### src/hdl/ilu_pkg.sv
// Shared types, codes and reset values for the inverted-level serial transmitter and receiver.
package ilu_pkg;

  localparam int TIMER_BITS_DEF = 16;
  localparam int BIT_PERIOD_W   = 16;
  localparam int TIMEOUT_W      = 24;
  localparam int DATA_W         = 8;
  localparam int CFG_INDEX_W    = 1;
  localparam int CFG_DATA_W     = 24;

  localparam logic [BIT_PERIOD_W-1:0] BIT_PERIOD_RST = 16'd833;
  localparam logic [TIMEOUT_W-1:0]    RX_TIMEOUT_RST = 24'd30000;

  typedef enum logic [CFG_INDEX_W-1:0] {
    REG_BIT_PERIOD = 1'b0,
    REG_RX_TIMEOUT = 1'b1
  } cfg_reg_t;

  typedef logic [3:0] bit_idx_t;

  // Transmitter bit positions
  localparam bit_idx_t TX_IDLE  = 4'd0;
  localparam bit_idx_t TX_START = 4'd1;
  localparam bit_idx_t TX_STOP  = 4'd10;
  localparam bit_idx_t TX_END   = 4'd11;

  // Receiver bit positions
  localparam bit_idx_t RX_IDLE       = 4'd0;
  localparam bit_idx_t RX_ARMED      = 4'd1;
  localparam bit_idx_t RX_HALF       = 4'd2;
  localparam bit_idx_t RX_FIRST_DATA = 4'd3;
  localparam bit_idx_t RX_LAST_DATA  = 4'd10;
  localparam bit_idx_t RX_STOP       = 4'd11;

  typedef struct packed {
    logic line;
    logic busy;
  } tx_res_t;

  typedef struct packed {
    logic              busy;
    logic              done;
    logic [DATA_W-1:0] data;
    logic              timed_out;
  } rx_res_t;

endpackage

### src/hdl/inverted_level_uart_tx_rx.sv
// Top level of the inverted-level 8N1 serial transmitter and receiver.
// Each input request is one clock tick of the serial unit: it carries the sampled
// receive pin and optional transmit and receive starts, and yields one result with
// the pin levels and status after that tick. Requests pass an input register and
// then the sequencer logic into the output register, so one request is taken
// every cycle while results are not stalled; out_valid rises once a request moves
// from the input register into the output register, ready to be taken at the next
// edge; the output register lets the next request in while a result still waits.
// Line levels are inverted (idle low, start high, data one low, stop low).
// bit_period and rx_timeout_ticks must be written through the cfg port while idle
// (the block does not check); zero periods act as one, beyond TIMER_BITS saturate.
module inverted_level_uart_tx_rx #(
  parameter int TIMER_BITS = ilu_pkg::TIMER_BITS_DEF
) (
  input  logic                            clk,
  input  logic                            rst_n,
  // request channel
  input  logic                            in_valid,
  output logic                            in_stall,
  input  logic                            in_rx_line,
  input  logic                            in_tx_request,
  input  logic [ilu_pkg::DATA_W-1:0]      in_tx_data,
  input  logic                            in_rx_request,
  // result channel
  output logic                            out_valid,
  input  logic                            out_stall,
  output logic                            out_tx_line,
  output logic                            out_tx_busy,
  output logic                            out_rx_busy,
  output logic                            out_rx_done,
  output logic [ilu_pkg::DATA_W-1:0]      out_rx_byte,
  output logic                            out_rx_timed_out,
  // configuration
  input  logic                            cfg_valid,
  output logic                            cfg_ready,
  input  logic [ilu_pkg::CFG_INDEX_W-1:0] cfg_index,
  input  logic [ilu_pkg::CFG_DATA_W-1:0]  cfg_data
);

  logic [ilu_pkg::BIT_PERIOD_W-1:0] bit_period_r;
  logic [ilu_pkg::TIMEOUT_W-1:0]    rx_timeout_r;

  logic                       in_valid_r;
  logic                       rx_line_r, tx_req_r, rx_req_r;
  logic [ilu_pkg::DATA_W-1:0] tx_data_r;
  logic                       in_accept, adv;

  logic                       out_valid_r;
  ilu_pkg::tx_res_t           tx_res, tx_res_r;
  ilu_pkg::rx_res_t           rx_res, rx_res_r;

  logic [31:0]                bp_w, hp_w;
  logic [TIMER_BITS-1:0]      full, half;

  // configuration registers
  assign cfg_ready = 1'b1;

  always_ff @(posedge clk) begin
    if (!rst_n) begin
      bit_period_r <= ilu_pkg::BIT_PERIOD_RST;
      rx_timeout_r <= ilu_pkg::RX_TIMEOUT_RST;
    end else if (cfg_valid && cfg_ready) begin
      unique case (ilu_pkg::cfg_reg_t'(cfg_index))
        ilu_pkg::REG_BIT_PERIOD: bit_period_r <= cfg_data[ilu_pkg::BIT_PERIOD_W-1:0];
        ilu_pkg::REG_RX_TIMEOUT: rx_timeout_r <= cfg_data[ilu_pkg::TIMEOUT_W-1:0];
        default: ;
      endcase
    end
  end

  // timer loads: saturate to the timer width, zero acts as one
  always_comb begin
    bp_w = 32'(bit_period_r);
    hp_w = bp_w >> 1;
    if ((bp_w >> TIMER_BITS) != 32'd0) begin
      full = '1;
    end else if (bp_w == 32'd0) begin
      full = {{(TIMER_BITS-1){1'b0}}, 1'b1};
    end else begin
      full = bp_w[TIMER_BITS-1:0];
    end
    if ((hp_w >> TIMER_BITS) != 32'd0) begin
      half = '1;
    end else if (hp_w == 32'd0) begin
      half = {{(TIMER_BITS-1){1'b0}}, 1'b1};
    end else begin
      half = hp_w[TIMER_BITS-1:0];
    end
  end

  // input register: advance into the result register when it is free or draining
  assign adv       = in_valid_r && (!out_valid_r || !out_stall);
  assign in_stall  = in_valid_r && !adv;
  assign in_accept = in_valid && !in_stall;

  always_ff @(posedge clk) begin
    if (!rst_n) begin
      in_valid_r <= 1'b0;
    end else if (in_accept) begin
      in_valid_r <= 1'b1;
    end else if (adv) begin
      in_valid_r <= 1'b0;
    end
  end

  always_ff @(posedge clk) begin
    if (in_accept) begin
      rx_line_r <= in_rx_line;
      tx_req_r  <= in_tx_request;
      tx_data_r <= in_tx_data;
      rx_req_r  <= in_rx_request;
    end
  end

  ilu_tx #(
    .TIMER_BITS (TIMER_BITS)
  ) u_tx (
    .clk   (clk),
    .rst_n (rst_n),
    .en    (adv),
    .full  (full),
    .req   (tx_req_r),
    .data  (tx_data_r),
    .res   (tx_res)
  );

  ilu_rx #(
    .TIMER_BITS (TIMER_BITS)
  ) u_rx (
    .clk     (clk),
    .rst_n   (rst_n),
    .en      (adv),
    .full    (full),
    .half    (half),
    .timeout (rx_timeout_r),
    .line    (rx_line_r),
    .req     (rx_req_r),
    .res     (rx_res)
  );

  // result register
  always_ff @(posedge clk) begin
    if (!rst_n) begin
      out_valid_r <= 1'b0;
    end else if (adv) begin
      out_valid_r <= 1'b1;
    end else if (!out_stall) begin
      out_valid_r <= 1'b0;
    end
  end

  always_ff @(posedge clk) begin
    if (adv) begin
      tx_res_r <= tx_res;
      rx_res_r <= rx_res;
    end
  end

  assign out_valid        = out_valid_r;
  assign out_tx_line      = tx_res_r.line;
  assign out_tx_busy      = tx_res_r.busy;
  assign out_rx_busy      = rx_res_r.busy;
  assign out_rx_done      = rx_res_r.done;
  assign out_rx_byte      = rx_res_r.data;
  assign out_rx_timed_out = rx_res_r.timed_out;

`ifndef NO_ASSERTIONS
  a_done_tmo_excl: assert property (@(posedge clk) disable iff (!rst_n)
    out_valid_r |-> !(out_rx_done && out_rx_timed_out))
    else $error("rx done and timeout in the same result");

  a_idle_line_low: assert property (@(posedge clk) disable iff (!rst_n)
    (out_valid_r && !out_tx_busy) |-> !out_tx_line)
    else $error("tx line high while transmitter idle");

  a_byte_zero: assert property (@(posedge clk) disable iff (!rst_n)
    (out_valid_r && !out_rx_done) |-> (out_rx_byte == '0))
    else $error("rx byte nonzero without rx done");

  a_stall_needs_full: assert property (@(posedge clk) disable iff (!rst_n)
    in_stall |-> (in_valid_r && out_valid_r && out_stall))
    else $error("request stalled while a stage is free");
`endif

endmodule

### src/hdl/ilu_tx.sv
// Transmit bit sequencer: start bit, eight inverted data bits LSB first, stop bit.
module ilu_tx #(
  parameter int TIMER_BITS = ilu_pkg::TIMER_BITS_DEF
) (
  input  logic                       clk,
  input  logic                       rst_n,
  input  logic                       en,
  input  logic [TIMER_BITS-1:0]      full,
  input  logic                       req,
  input  logic [ilu_pkg::DATA_W-1:0] data,
  output ilu_pkg::tx_res_t           res
);

  logic [TIMER_BITS-1:0]      timer_r, timer_nxt;
  ilu_pkg::bit_idx_t          idx_r, idx_nxt, idx_inc;
  logic [ilu_pkg::DATA_W-1:0] shift_r, shift_nxt;
  logic                       level_r, level_nxt;

  always_comb begin
    timer_nxt = timer_r;
    idx_nxt   = idx_r;
    shift_nxt = shift_r;
    level_nxt = level_r;
    idx_inc   = idx_r + 4'd1;
    if (en) begin
      if (idx_r != ilu_pkg::TX_IDLE) begin
        timer_nxt = timer_r - TIMER_BITS'(1);
        if (timer_nxt == '0) begin
          if (idx_inc >= ilu_pkg::TX_END) begin
            idx_nxt   = ilu_pkg::TX_IDLE;
            level_nxt = 1'b0;
          end else if (idx_inc == ilu_pkg::TX_STOP) begin
            idx_nxt   = idx_inc;
            level_nxt = 1'b0;
            timer_nxt = full;
          end else begin
            // data bit 1 goes out low
            idx_nxt   = idx_inc;
            level_nxt = ~shift_r[0];
            shift_nxt = {1'b0, shift_r[ilu_pkg::DATA_W-1:1]};
            timer_nxt = full;
          end
        end
      end
      if (idx_nxt == ilu_pkg::TX_IDLE && req) begin
        idx_nxt   = ilu_pkg::TX_START;
        level_nxt = 1'b1;
        shift_nxt = data;
        timer_nxt = full;
      end
    end
  end

  always_ff @(posedge clk) begin
    if (!rst_n) begin
      timer_r <= '0;
      idx_r   <= ilu_pkg::TX_IDLE;
      shift_r <= '0;
      level_r <= 1'b0;
    end else begin
      timer_r <= timer_nxt;
      idx_r   <= idx_nxt;
      shift_r <= shift_nxt;
      level_r <= level_nxt;
    end
  end

  assign res.line = level_nxt;
  assign res.busy = (idx_nxt != ilu_pkg::TX_IDLE);

endmodule

### src/hdl/ilu_rx.sv
// Receive bit sequencer: start-bit wait with timeout, mid-bit sampling, stop-bit skip.
module ilu_rx #(
  parameter int TIMER_BITS = ilu_pkg::TIMER_BITS_DEF
) (
  input  logic                          clk,
  input  logic                          rst_n,
  input  logic                          en,
  input  logic [TIMER_BITS-1:0]         full,
  input  logic [TIMER_BITS-1:0]         half,
  input  logic [ilu_pkg::TIMEOUT_W-1:0] timeout,
  input  logic                          line,
  input  logic                          req,
  output ilu_pkg::rx_res_t              res
);

  logic [TIMER_BITS-1:0]         timer_r, timer_nxt;
  ilu_pkg::bit_idx_t             idx_r, idx_nxt;
  logic [ilu_pkg::DATA_W-1:0]    shift_r, shift_nxt;
  logic [ilu_pkg::TIMEOUT_W-1:0] wait_r, wait_nxt;
  logic                          done, tmo;

  always_comb begin
    timer_nxt = timer_r;
    idx_nxt   = idx_r;
    shift_nxt = shift_r;
    wait_nxt  = wait_r;
    done      = 1'b0;
    tmo       = 1'b0;
    if (en) begin
      if (idx_r == ilu_pkg::RX_ARMED) begin
        if (line) begin
          idx_nxt   = ilu_pkg::RX_HALF;
          shift_nxt = '0;
          timer_nxt = half;
        end else begin
          wait_nxt = wait_r + ilu_pkg::TIMEOUT_W'(1);
          if (wait_nxt >= timeout) begin
            tmo     = 1'b1;
            idx_nxt = ilu_pkg::RX_IDLE;
          end
        end
      end else if (idx_r != ilu_pkg::RX_IDLE) begin
        timer_nxt = timer_r - TIMER_BITS'(1);
        if (timer_nxt == '0) begin
          if (idx_r >= ilu_pkg::RX_FIRST_DATA && idx_r <= ilu_pkg::RX_LAST_DATA) begin
            shift_nxt = {~line, shift_r[ilu_pkg::DATA_W-1:1]};
          end
          if (idx_r >= ilu_pkg::RX_STOP) begin
            done    = 1'b1;
            idx_nxt = ilu_pkg::RX_IDLE;
          end else begin
            idx_nxt   = idx_r + 4'd1;
            timer_nxt = full;
          end
        end
      end
      if (idx_nxt == ilu_pkg::RX_IDLE && req) begin
        idx_nxt  = ilu_pkg::RX_ARMED;
        wait_nxt = '0;
      end
    end
  end

  always_ff @(posedge clk) begin
    if (!rst_n) begin
      timer_r <= '0;
      idx_r   <= ilu_pkg::RX_IDLE;
      shift_r <= '0;
      wait_r  <= '0;
    end else begin
      timer_r <= timer_nxt;
      idx_r   <= idx_nxt;
      shift_r <= shift_nxt;
      wait_r  <= wait_nxt;
    end
  end

  assign res.busy      = (idx_nxt != ilu_pkg::RX_IDLE);
  assign res.done      = done;
  assign res.data      = done ? shift_nxt : '0;
  assign res.timed_out = tmo;

endmodule

### config.mk
export PLATFORM = sky130hd
export DESIGN_NAME = inverted_level_uart_tx_rx
export DESIGN_NICKNAME = d
export VERILOG_FILES = /design/src/hdl/ilu_pkg.sv /design/src/hdl/inverted_level_uart_tx_rx.sv /design/src/hdl/ilu_tx.sv /design/src/hdl/ilu_rx.sv
export SDC_FILE = /design/constraint.sdc
export NUM_CORES = 1
export LEC_CHECK = 0
export ABC_AREA = 1
export BUFFER_PORTS_ARGS = -buffer_cell sky130_fd_sc_hd__buf_2
export CAP_MARGIN = 20
export CELL_PAD_IN_SITES_DETAIL_PLACEMENT = 1
export CELL_PAD_IN_SITES_GLOBAL_PLACEMENT = 1
export CORE_MARGIN = 2
export CORE_UTILIZATION = 30
export CTS_CLUSTER_SIZE = 28
export DETAILED_ROUTE_END_ITERATION = 16
export MAX_ROUTING_LAYER = met4
export PLACE_DENSITY = 0.67
export SYNTH_ARGS = -nofsm -noshare
export SYNTH_HDL_FRONTEND = slang
export SYNTH_HIERARCHICAL = 1
export SYNTH_SLANG_ARGS = --single-unit
### constraint.sdc
create_clock -name clk -period 10.73 [get_ports clk]
set_clock_uncertainty 0.15 [all_clocks]
set_input_delay 1.6095 -clock clk [delete_from_list [all_inputs] [get_ports clk]]
set_output_delay 1.6095 -clock clk [all_outputs]
set_load 0.1 [all_outputs]
==> results of run 1 <==
-- final timing paths --
kind / end / slack [ns] / from / cells after the start
worst max-delay path: u_rx/wait_r[22] / 6.08 / u_rx/wait_r[0] / 25
worst min register to register: u_tx/shift_r[7] / 0.33 / u_tx/shift_r[7] / 2
worst min-delay path: u_tx/shift_r[7] / 0.33 / u_tx/shift_r[7] / 2
worst max register to register: u_rx/wait_r[22] / 6.08 / u_rx/wait_r[0] / 25
-- area by class of cell --
type,count,share of cell area
tap,402,0.0481
sequential,147,0.305
inverter,145,0.0528
multi-input combinational,1016,0.509
timing repair buffer,60,0.0299
clock buffer,18,0.0420
clock inverter,14,0.0133
-- metrics by stage --
step	cells	power, W	setup slack [ns]	util
final	1802	0.00170	6.08	0.333
after global routing	1802	0.00182	5.43	0.333
after CTS	1802	0.00173	5.95	0.333
after detailed placement	1770	0.00111	5.97	0.314
after global placement	1770	0.00110	6.17	0.314
after floorplan	1391	0.00101	6.53	-
-- worst max-delay path: stages, from the launching register on --
cell	delay, ns
dfxtp_1	0.39
ha_1	0.20
nand2_1	0.06
nor2_1	0.17
nand3_1	0.18
nor3_2	0.20
nand3_1	0.18
nor4_2	0.33
nand3_1	0.17
nor2_1	0.15
xnor2_1	0.13
inv_1	0.07
ha_1	0.27
nand2_1	0.06
inv_1	0.07
nand3_1	0.06
nor3_1	0.40
nand4_1	0.19
nand3_1	0.16
nor2_1	0.05
nand2_1	0.10
nand2_4	0.08
nor2_8	0.13
nand3_4	0.27
nand3_1	0.18
a21oi_1	0.09
-- flip-flops by register name, indices dropped and copies added (netlist names) --
name	cells
rx_timeout_r	24
u_rx/wait_r	24
bit_period_r	16
u_rx/timer_r	16
u_tx/timer_r	16
out_rx_byte	8
tx_data_r	8
u_rx/shift_r	8
u_tx/shift_r	8
u_rx/idx_r	4
u_tx/idx_r	4
in_valid_r	1
out_rx_busy	1
out_rx_done	1
out_rx_timed_out	1
out_tx_busy	1
out_tx_line	1
out_valid	1
rx_line_r	1
rx_req_r	1
tx_req_r	1
u_tx/level_r	1
-- layout by cell type, fill, tap and decap left out, types with 3 or more instances in the layout --
cell / count
o21ai_0: 64
xor2_1: 14
nand3_2: 5
nor2_1: 220
xnor2_1: 12
nand4_1: 16
inv_1: 134
nand2_2: 16
buf_4: 5
dfxtp_1: 123
nand3b_1: 8
nand2_4: 9
nor3_2: 3
inv_4: 4
a31o_2: 26
buf_2: 55
inv_2: 7
o31ai_1: 3
o21ai_1: 10
ha_1: 37
edfxtp_1: 24
nor2_2: 18
inv_6: 8
a21oi_1: 75
nor3_1: 4
o211ai_1: 3
nand2_1: 305
and2_1: 3
a221oi_1: 5
nor2_4: 11
o2bb2ai_1: 5
nand3_1: 125
clkbuf_16: 17
-- power groups by stage --
stage	sequential, W	clock [W]	combinational [W]
floorplan	0.000636	0	0.000371
global placement	0.000634	0	0.000466
detailed placement	0.000634	0	0.000476
CTS	0.000622	0.000625	0.000480
global route	0.000626	0.000650	0.000540
finish	0.000622	0.000605	0.000476
-- layer usage --
layer  global-route usage  vias up  wire length [um]
li1                     -     4470                 -
met3               0.0255       21               772
met2                0.294       89             13200
met1                0.222     4223             13200
met5                    -        -                 0
met4               0.0484        0               325
-- cell usage after synthesis (all sizes together) --
master,count,area share
nor4,4,0.0039
o31ai,3,0.0024
dfxtp,123,0.26
o21ai,75,0.039
a21o,1,0.00079
o2bb2ai,5,0.0046
ha,37,0.049
nand3b,8,0.0063
clkbuf,53,0.021
xnor2,12,0.011
inv,143,0.057
or3,1,0.00066
mux2i,1,0.0011
mux2,1,0.0012
o211ai,4,0.0037
nor2,251,0.12
clkinv,2,0.00079
and2,3,0.0020
a21oi,78,0.044
nor3,7,0.0053
nand4,16,0.011
a31o,26,0.024
edfxtp,24,0.076
xor2,14,0.013
nand3,131,0.073
nand2,330,0.14
conb,2,0.00079
o21a,1,0.00079
a221oi,5,0.0046
buf,30,0.028
-- cell families after synthesis --
| logic type | count (synthesis) |
|---|---|
| AO/OA/AOI/OAI | 198 |
| XOR/XNOR | 26 |
| adder cells (fa/ha/maj) | 37 |
| buffers and inverters | 228 |
| flip-flops | 147 |
| multiplexers | 2 |
| other | 2 |
| AND/OR/NAND/NOR | 751 |
==> results.sh, run 1 <==
export IMPL_yosys_warnings=6
export IMPL_cts_sinks=147
export IMPL_cp_arrival_ns=4.80
export IMPL_clockPowerShare=0.355
export IMPL_path_clk_slew_ns=0.07
export IMPL_syn_mean_instance_area_sq_um=6.84
export IMPL_die_x_um=182
export IMPL_rows=65
export IMPL_synth_seq_cells=147
export IMPL_via_count=8803
export IMPL_coreArea_sq_um=31400
export IMPL_p_leak_nw=4.65
export IMPL_diodes=0
export IMPL_post_route_period_util=0.434
export IMPL_required_ns=10.88
export IMPL_grt_usage=0.176
export IMPL_io_pins=57
export IMPL_synthAdderAreaFrac=0.0487
export IMPL_sw_frac_of_total=0.364
export IMPL_cts_hold_buffers_added=0
export IMPL_io_buffer_count=55
export IMPL_grt_ovfl_total=0
export IMPL_dieHeight_um=182
export IMPL_start_util=0.303
export IMPL_crit_path_start_kind="flip-flop"
export IMPL_hold_viol_final=0
export IMPL_synthCells=1391
export IMPL_synth_simple_area_share=0.358
export IMPL_power_density_nw_per_um2=163
export IMPL_synth_fp_nets=1469
export IMPL_grt_pass1_wl_um=45400
export IMPL_cts_tree="yes"
export IMPL_drc=0
export IMPL_hold_class="reg2reg"
export IMPL_worst_slew_pin_slew_ns=1.06
export IMPL_slew_headroom=0.293
export IMPL_whs_ns=0.328
export IMPL_drt_initial_drc_count=350
export IMPL_fin_area_sq_um=10400
export IMPL_p_sw_w=0.000619
export IMPL_max_cap_violations=0
export IMPL_layout_drive_gt1_share=0.143
export IMPL_synthMuxAreaShare=0.00224
export IMPL_max_freq_mhz=215
export IMPL_synth_xor_area_frac=0.0239
export IMPL_synth_top_family_by_area="simple AND/OR/NAND/NOR gates"
export IMPL_synth_compound_area_frac=0.124
export IMPL_firstDrtPassIters=4
export IMPL_dieArea_sq_um=33100
export IMPL_register_area_sq_um=3180
export IMPL_ant_nets=0
export IMPL_period_minus_slack_ns=4.65
export IMPL_synth_area_sq_um=9510
export IMPL_max_clock_path_buffers=2
export IMPL_internal_power_w=0.00108
export IMPL_final_nets=1465
export IMPL_vdd_drop_max_mv=0.113
export IMPL_dpl_hpwl_um=19800
export IMPL_p_seq_frac=0.365
export IMPL_ys_types=51
export IMPL_setup_viol=0
export IMPL_multiInputGateArea_sq_um=5320
export IMPL_path_max_fanout=24
export IMPL_cts_max_level=4
export IMPL_status="complete, no violations"
export IMPL_slew_viol_final=0
export IMPL_vias_per_cell=4.89
export IMPL_ys_seq_area_frac=0.335
export IMPL_antenna_found_initial=0
export IMPL_grt_start_max_net_pins=54
export IMPL_clk_latency_ns=0.45
export IMPL_num_fill_cells=4002
export IMPL_pwr_share_comb=0.280
export IMPL_cp_end_kind="flip-flop"
export IMPL_path_class="reg2reg"
export IMPL_gp_congestion=0.822
export IMPL_wl_per_cell_um=15.3
export IMPL_cts_inserted_buffers=17
export IMPL_setup_tns_ns=0
export IMPL_cts_setup_buffers=0
export IMPL_drt_wl_total_um=27500
export IMPL_cts_root_buffer="clkbuf_16"
export IMPL_rsz0062_at_grt="no"
export IMPL_area_growth_pct=9.86
export IMPL_placed_cell_area_sq_um=9870
export IMPL_grt_pass1_vias=8922
export IMPL_cts_resized=0
(Power assumes the default switching activity.)
==> run 2: changes to the inputs <==
clock period = 4.35 ns   (was 10.73 ns; I/O delays follow)
==> results.sh, run 2 (synthesis results as in run 1) <==
export IMPL_status="complete, no violations"
export IMPL_max_cap_violations=0
export IMPL_cts_tree="yes"
export IMPL_vdd_drop_max_mv=0.277
export IMPL_hold_class="in2reg"
export IMPL_placed_cell_area_sq_um=9940
export IMPL_whs_endpoint="tx_req_r"
export IMPL_slew_headroom=0.315
export IMPL_p_leak_nw=4.82
export IMPL_layout_common_cells="302 x nand2_1, 217 x nor2_1, 133 x inv_1"
export IMPL_clk_latency_ns=0.44
export IMPL_r2r_end="u_rx/wait_r[6]"
export IMPL_io_pins=57
export IMPL_final_nets=1487
export IMPL_firstDrtPassIters=4
export IMPL_drc=0
export IMPL_antenna_found_initial=0
export IMPL_cts_root_buffer="clkbuf_16"
export IMPL_via_count=8976
export IMPL_top_regs="rx_timeout_r x24, u_rx/wait_r x24"
export IMPL_grt_pass1_wl_um=46700
export IMPL_utilization=0.344
export IMPL_coreArea_sq_um=31400
export IMPL_power_density_nw_per_um2=388
export IMPL_dieHeight_um=182
export IMPL_reg2reg_depth=26
export IMPL_fin_area_sq_um=10800
export IMPL_post_route_period_util=0.960
export IMPL_die_x_um=182
export IMPL_cp_end_kind="flip-flop"
export IMPL_required_ns=4.53
export IMPL_period_minus_slack_ns=4.17
export IMPL_max_clock_path_buffers=2
export IMPL_layout_drive_gt1_share=0.174
export IMPL_area_growth_pct=13.5
export IMPL_rows=65
export IMPL_path_max_fanout=6
export IMPL_vias_per_cell=4.92
export IMPL_setup_tns_ns=0
export IMPL_hold_viol_final=0
export IMPL_grt_ovfl_total=0
export IMPL_cts_max_level=4
export IMPL_drt_initial_drc_count=447
export IMPL_dieArea_sq_um=33100
export IMPL_holdPathStages=1
export IMPL_gp_congestion=0.829
export IMPL_slew_viol_final=0
export IMPL_path_class="reg2reg"
export IMPL_cp_arrival_ns=4.35
export IMPL_setup_viol=0
export IMPL_start_util=0.303
export IMPL_grt_pass1_vias=9045
export IMPL_wl_per_cell_um=15.8
export IMPL_max_freq_mhz=240
export IMPL_worstHoldStart="in_tx_request"
export IMPL_crit_path_start_kind="flip-flop"
export IMPL_whs_ns=0.240
export IMPL_r2r_slack_ns=0.18
export IMPL_grt_usage=0.180
export IMPL_final_common_cell="nand2_1"
export IMPL_worst_slew_pin_slew_ns=1.03
export IMPL_cts_sinks=147
export IMPL_worst_slack_ns=0.175
export IMPL_path_clk_slew_ns=0.07
export IMPL_drt_wl_total_um=28900
export IMPL_ant_nets=0
export IMPL_dpl_hpwl_um=20400
export IMPL_place_ws_ns=-0.0470
export IMPL_io_buffer_count=55
export IMPL_cts_inserted_buffers=17
export IMPL_grt_start_max_net_pins=41
export IMPL_diodes=0
export IMPL_worstReg2RegStart="u_rx/wait_r[0]"
-- run 2: through the flow --
step	std cells	total power [W]
after floorplan	1391	0.00248
after global placement	1780	0.00272
after detailed placement	1780	0.00275
after CTS	1812	0.00421
after global routing	1824	0.00447
final	1824	0.00419
-- run 2: worst max-delay path by stage --
stage | from | endpoint | slack (ns) | depth (start not counted)
4_1_cts | u_rx/wait_r[0] | u_rx/wait_r[23] | -0.01 | 24
5_1_grt | u_rx/wait_r[0] | u_rx/wait_r[6] | -0.13 | 26
2_1_floorplan | u_rx/wait_r[0] | u_rx/wait_r[0] | 0.56 | 26
3_5_place_dp | u_rx/wait_r[0] | out_rx_busy | -0.05 | 27
3_3_place_gp | u_rx/wait_r[0] | out_rx_busy | 0.15 | 27
6_report | u_rx/wait_r[0] | u_rx/wait_r[6] | 0.18 | 26
-- run 2: where the power goes --
group	total (W)	internal (W)	leakage (nW)	switching, W
sequential	0.00153	0.00145	1.24	0.0000809
combinational	0.00122	0.000418	3.31	0.000804
clock	0.00144	0.000768	0.277	0.000670
-- run 2: metal layers --
layer / track usage / wire length, um
met5: - / 0
met4: 0.0429 / 276
met3: 0.0293 / 781
met2: 0.299 / 14000
met1: 0.229 / 13800
-- run 2: worst max-delay path, stage by stage, from the launching register on --
cell and delay, ns:
dfxtp_4 0.37, ha_4 0.15, nand2_4 0.05, nor2_4 0.14, nand3_4 0.09, nor3_4 0.21, nand3_2 0.16, nor4_4 0.32
nand3_2 0.12, nor2_2 0.13, xnor2_1 0.12, inv_1 0.07, ha_1 0.29, nand2_2 0.07, inv_2 0.07, nand3_2 0.06
nor3_2 0.16, buf_4 0.15, nand4_1 0.12, nand3_2 0.11, nor2_1 0.05, nand2_1 0.12, nand2_4 0.09, nor2_8 0.25
nand3_4 0.22, nand3_2 0.16, a21oi_2 0.07
-- run 2: cell type report --
cell class	count	area [sq um]
inverters	145	552
clock inverters	13	114
repair buffers	78	460
flip-flops and latches	147	3190
multi-input cells	1020	5530
well taps	402	503
fillers	3988	20600
clock buffers	19	443
-- run 2: timing repair --
action | in CTS | in global routing
setup endpoints to repair | 1 | 27
hold buffers | 0 | 0
cloned | 0 | 4
pin swaps | 1 | 24
buffers inserted | 0 | 8
gates resized for setup | 1 | 39
==> run 3: changes to the inputs <==
CORE_UTILIZATION = 35   (was 30)
PLACE_DENSITY = 0.75   (was 0.67)
==> results.sh, run 3 (synthesis results as in run 1) <==
export IMPL_reg2reg_depth=26
export IMPL_fin_area_sq_um=10700
export IMPL_cts_root_buffer="clkbuf_16"
export IMPL_violations="negative setup slack"
export IMPL_clk_latency_ns=0.44
export IMPL_drt_wl_total_um=29500
export IMPL_status="finished, violations left"
export IMPL_die_x_um=169
export IMPL_period_minus_slack_ns=4.36
export IMPL_diodes=0
export IMPL_p_sw_w=0.00164
export IMPL_cts_max_level=4
export IMPL_start_util=0.355
export IMPL_multiInputGateArea_sq_um=5460
export IMPL_final_nets=1486
export IMPL_num_fill_cells=3390
export IMPL_grt_pass1_vias=9116
export IMPL_dpl_hpwl_um=20000
export IMPL_ant_nets=0
export IMPL_worst_slack_ns=-0.0107
export IMPL_vdd_drop_max_mv=0.246
export IMPL_clockPowerShare=0.357
export IMPL_coreArea_sq_um=26800
export IMPL_hold_viol_final=0
export IMPL_p_seq_frac=0.357
export IMPL_max_freq_mhz=229
export IMPL_area_growth_pct=12.9
export IMPL_cp_end_kind="flip-flop"
export IMPL_grt_usage=0.209
export IMPL_crit_cells=26
export IMPL_cp_slowest_cell="dfxtp_4"
export IMPL_gp_congestion=0.841
export IMPL_crit_path_max_incr_delay_ns=0.38
export IMPL_cts_inserted_buffers=17
export IMPL_via_count=9163
export IMPL_worstReg2RegStart="u_rx/wait_r[0]"
export IMPL_post_route_period_util=1.00
export IMPL_layout_common_cells="303 x nand2_1, 217 x nor2_1, 133 x inv_1"
export IMPL_io_pins=57
export IMPL_r2r_slack_ns=-0.01
export IMPL_rsz0062_at_grt="yes"
export IMPL_hold_class="in2reg"
export IMPL_wl_per_cell_um=16.7
export IMPL_slew_headroom=0.369
export IMPL_crit_path_start_kind="flip-flop"
export IMPL_slew_viol_final=0
export IMPL_dieArea_sq_um=28500
export IMPL_path_clk_slew_ns=0.08
export IMPL_drt_initial_drc_count=513
export IMPL_layout_drive_gt1_share=0.169
export IMPL_final_common_cell="nand2_1"
export IMPL_r2r_end="u_rx/wait_r[4]"
export IMPL_cts_sinks=147
export IMPL_antenna_found_initial=0
export IMPL_cts_hold_buffers_added=0
export IMPL_grt_ovfl_total=0
export IMPL_pwr_share_comb=0.286
export IMPL_crit_buf_inv=3
export IMPL_firstDrtPassIters=5
export IMPL_grt_start_max_net_pins=51
export IMPL_dieHeight_um=169
export IMPL_placed_cell_area_sq_um=9870
export IMPL_path_class="reg2reg"
export IMPL_setup_viol=1
export IMPL_rows=60
export IMPL_sw_frac_of_total=0.381
export IMPL_vias_per_cell=5.20
export IMPL_max_cap_violations=0
export IMPL_endpoint="u_rx/wait_r[4]"
export IMPL_cp_arrival_ns=4.50
export IMPL_io_buffer_count=55
export IMPL_cp_startpoint="u_rx/wait_r[0]"
export IMPL_worst_slew_pin_slew_ns=0.946
export IMPL_cpLargestDelayFamily="simple AND/OR/NAND/NOR gates"
export IMPL_crit_top_cell="nand3_2"
export IMPL_top_regs="rx_timeout_r x24, u_rx/wait_r x24"
export IMPL_power_density_nw_per_um2=400
export IMPL_cts_tree="yes"
export IMPL_drc=0
export IMPL_internal_power_w=0.00266
export IMPL_register_area_sq_um=3190
export IMPL_required_ns=4.49
export IMPL_grt_pass1_wl_um=46700
export IMPL_path_max_fanout=6
export IMPL_p_leak_nw=4.86
export IMPL_max_clock_path_buffers=2
export IMPL_whs_ns=0.236
run 3: changes by cell type in the layout (fill, tap and decap cells not counted), moves of 2 or more:
cell      change
nand3_2       -3
xnor2_1       -2
xnor2_2       +2
nand3_4       -3
dfxtp_1       +2
a21oi_1       +2
inv_4         -2
inv_6         -2
clkinv_8      +4
nand3_1       +5
a21oi_2       -2
run 3: cell type report:
class	instances	area share
Timing Repair Buffer	79	0.0464
Sequential cell	147	0.297
Clock inverter	15	0.0168
Clock buffer	17	0.0396
Tap cell	341	0.0398
Multi-Input combinational cell	1018	0.509
Inverter	145	0.0514
run 3: worst min path at each step:
stage / start / to / slack (ns) / cells after the start
2_1_floorplan: u_tx/shift_r[7] / u_tx/shift_r[7] / 0.29 / 2
3_3_place_gp: u_tx/shift_r[7] / u_tx/shift_r[7] / 0.31 / 2
3_5_place_dp: u_tx/shift_r[7] / u_tx/shift_r[7] / 0.30 / 2
5_1_grt: in_tx_data[3] / tx_data_r[3] / 0.23 / 1
6_report: in_rx_line / rx_line_r / 0.24 / 1
4_1_cts: in_rx_line / rx_line_r / 0.22 / 1
run 3: through the flow:
| stage | setup slack (ns) | power [W] | cells | TNS, ns | utilization |
|---|---|---|---|---|---|
| CTS | 0.0329 | 0.00431 | 1752 | 0 | 0.393 |
| floorplan | 0.557 | 0.00248 | 1391 | 0 | - |
| global route | -0.246 | 0.00454 | 1762 | -4.07 | 0.400 |
| finish | -0.0107 | 0.00430 | 1762 | -0.0107 | 0.400 |
| detailed placement | -0.219 | 0.00274 | 1718 | -4.82 | 0.368 |
| global placement | -0.0359 | 0.00271 | 1718 | -0.765 | 0.368 |
run 3: per-layer routing:
metal / vias to the layer above / global-route usage / wire [um]
li1: 4521 / - / -
met1: 4443 / 0.268 / 13800
met2: 169 / 0.348 / 14000
met3: 30 / 0.0271 / 1090
met4: 0 / 0.0517 / 512
met5: - / - / 0
run 3: power by group through the flow:
stage / clock network (W) / logic (W) / registers (W)
floorplan: 0 / 0.000914 / 0.00157
detailed placement: 0 / 0.00118 / 0.00156
global placement: 0 / 0.00115 / 0.00156
global route: 0.00162 / 0.00138 / 0.00154
CTS: 0.00156 / 0.00121 / 0.00153
finish: 0.00153 / 0.00123 / 0.00153
run 3: timing repair:
action                                  CTS  global route
resized for setup                         3            24
endpoints found under the setup margin   25            26
cloned                                    1             2
pin swaps                                 1            11
buffers inserted                          1             8
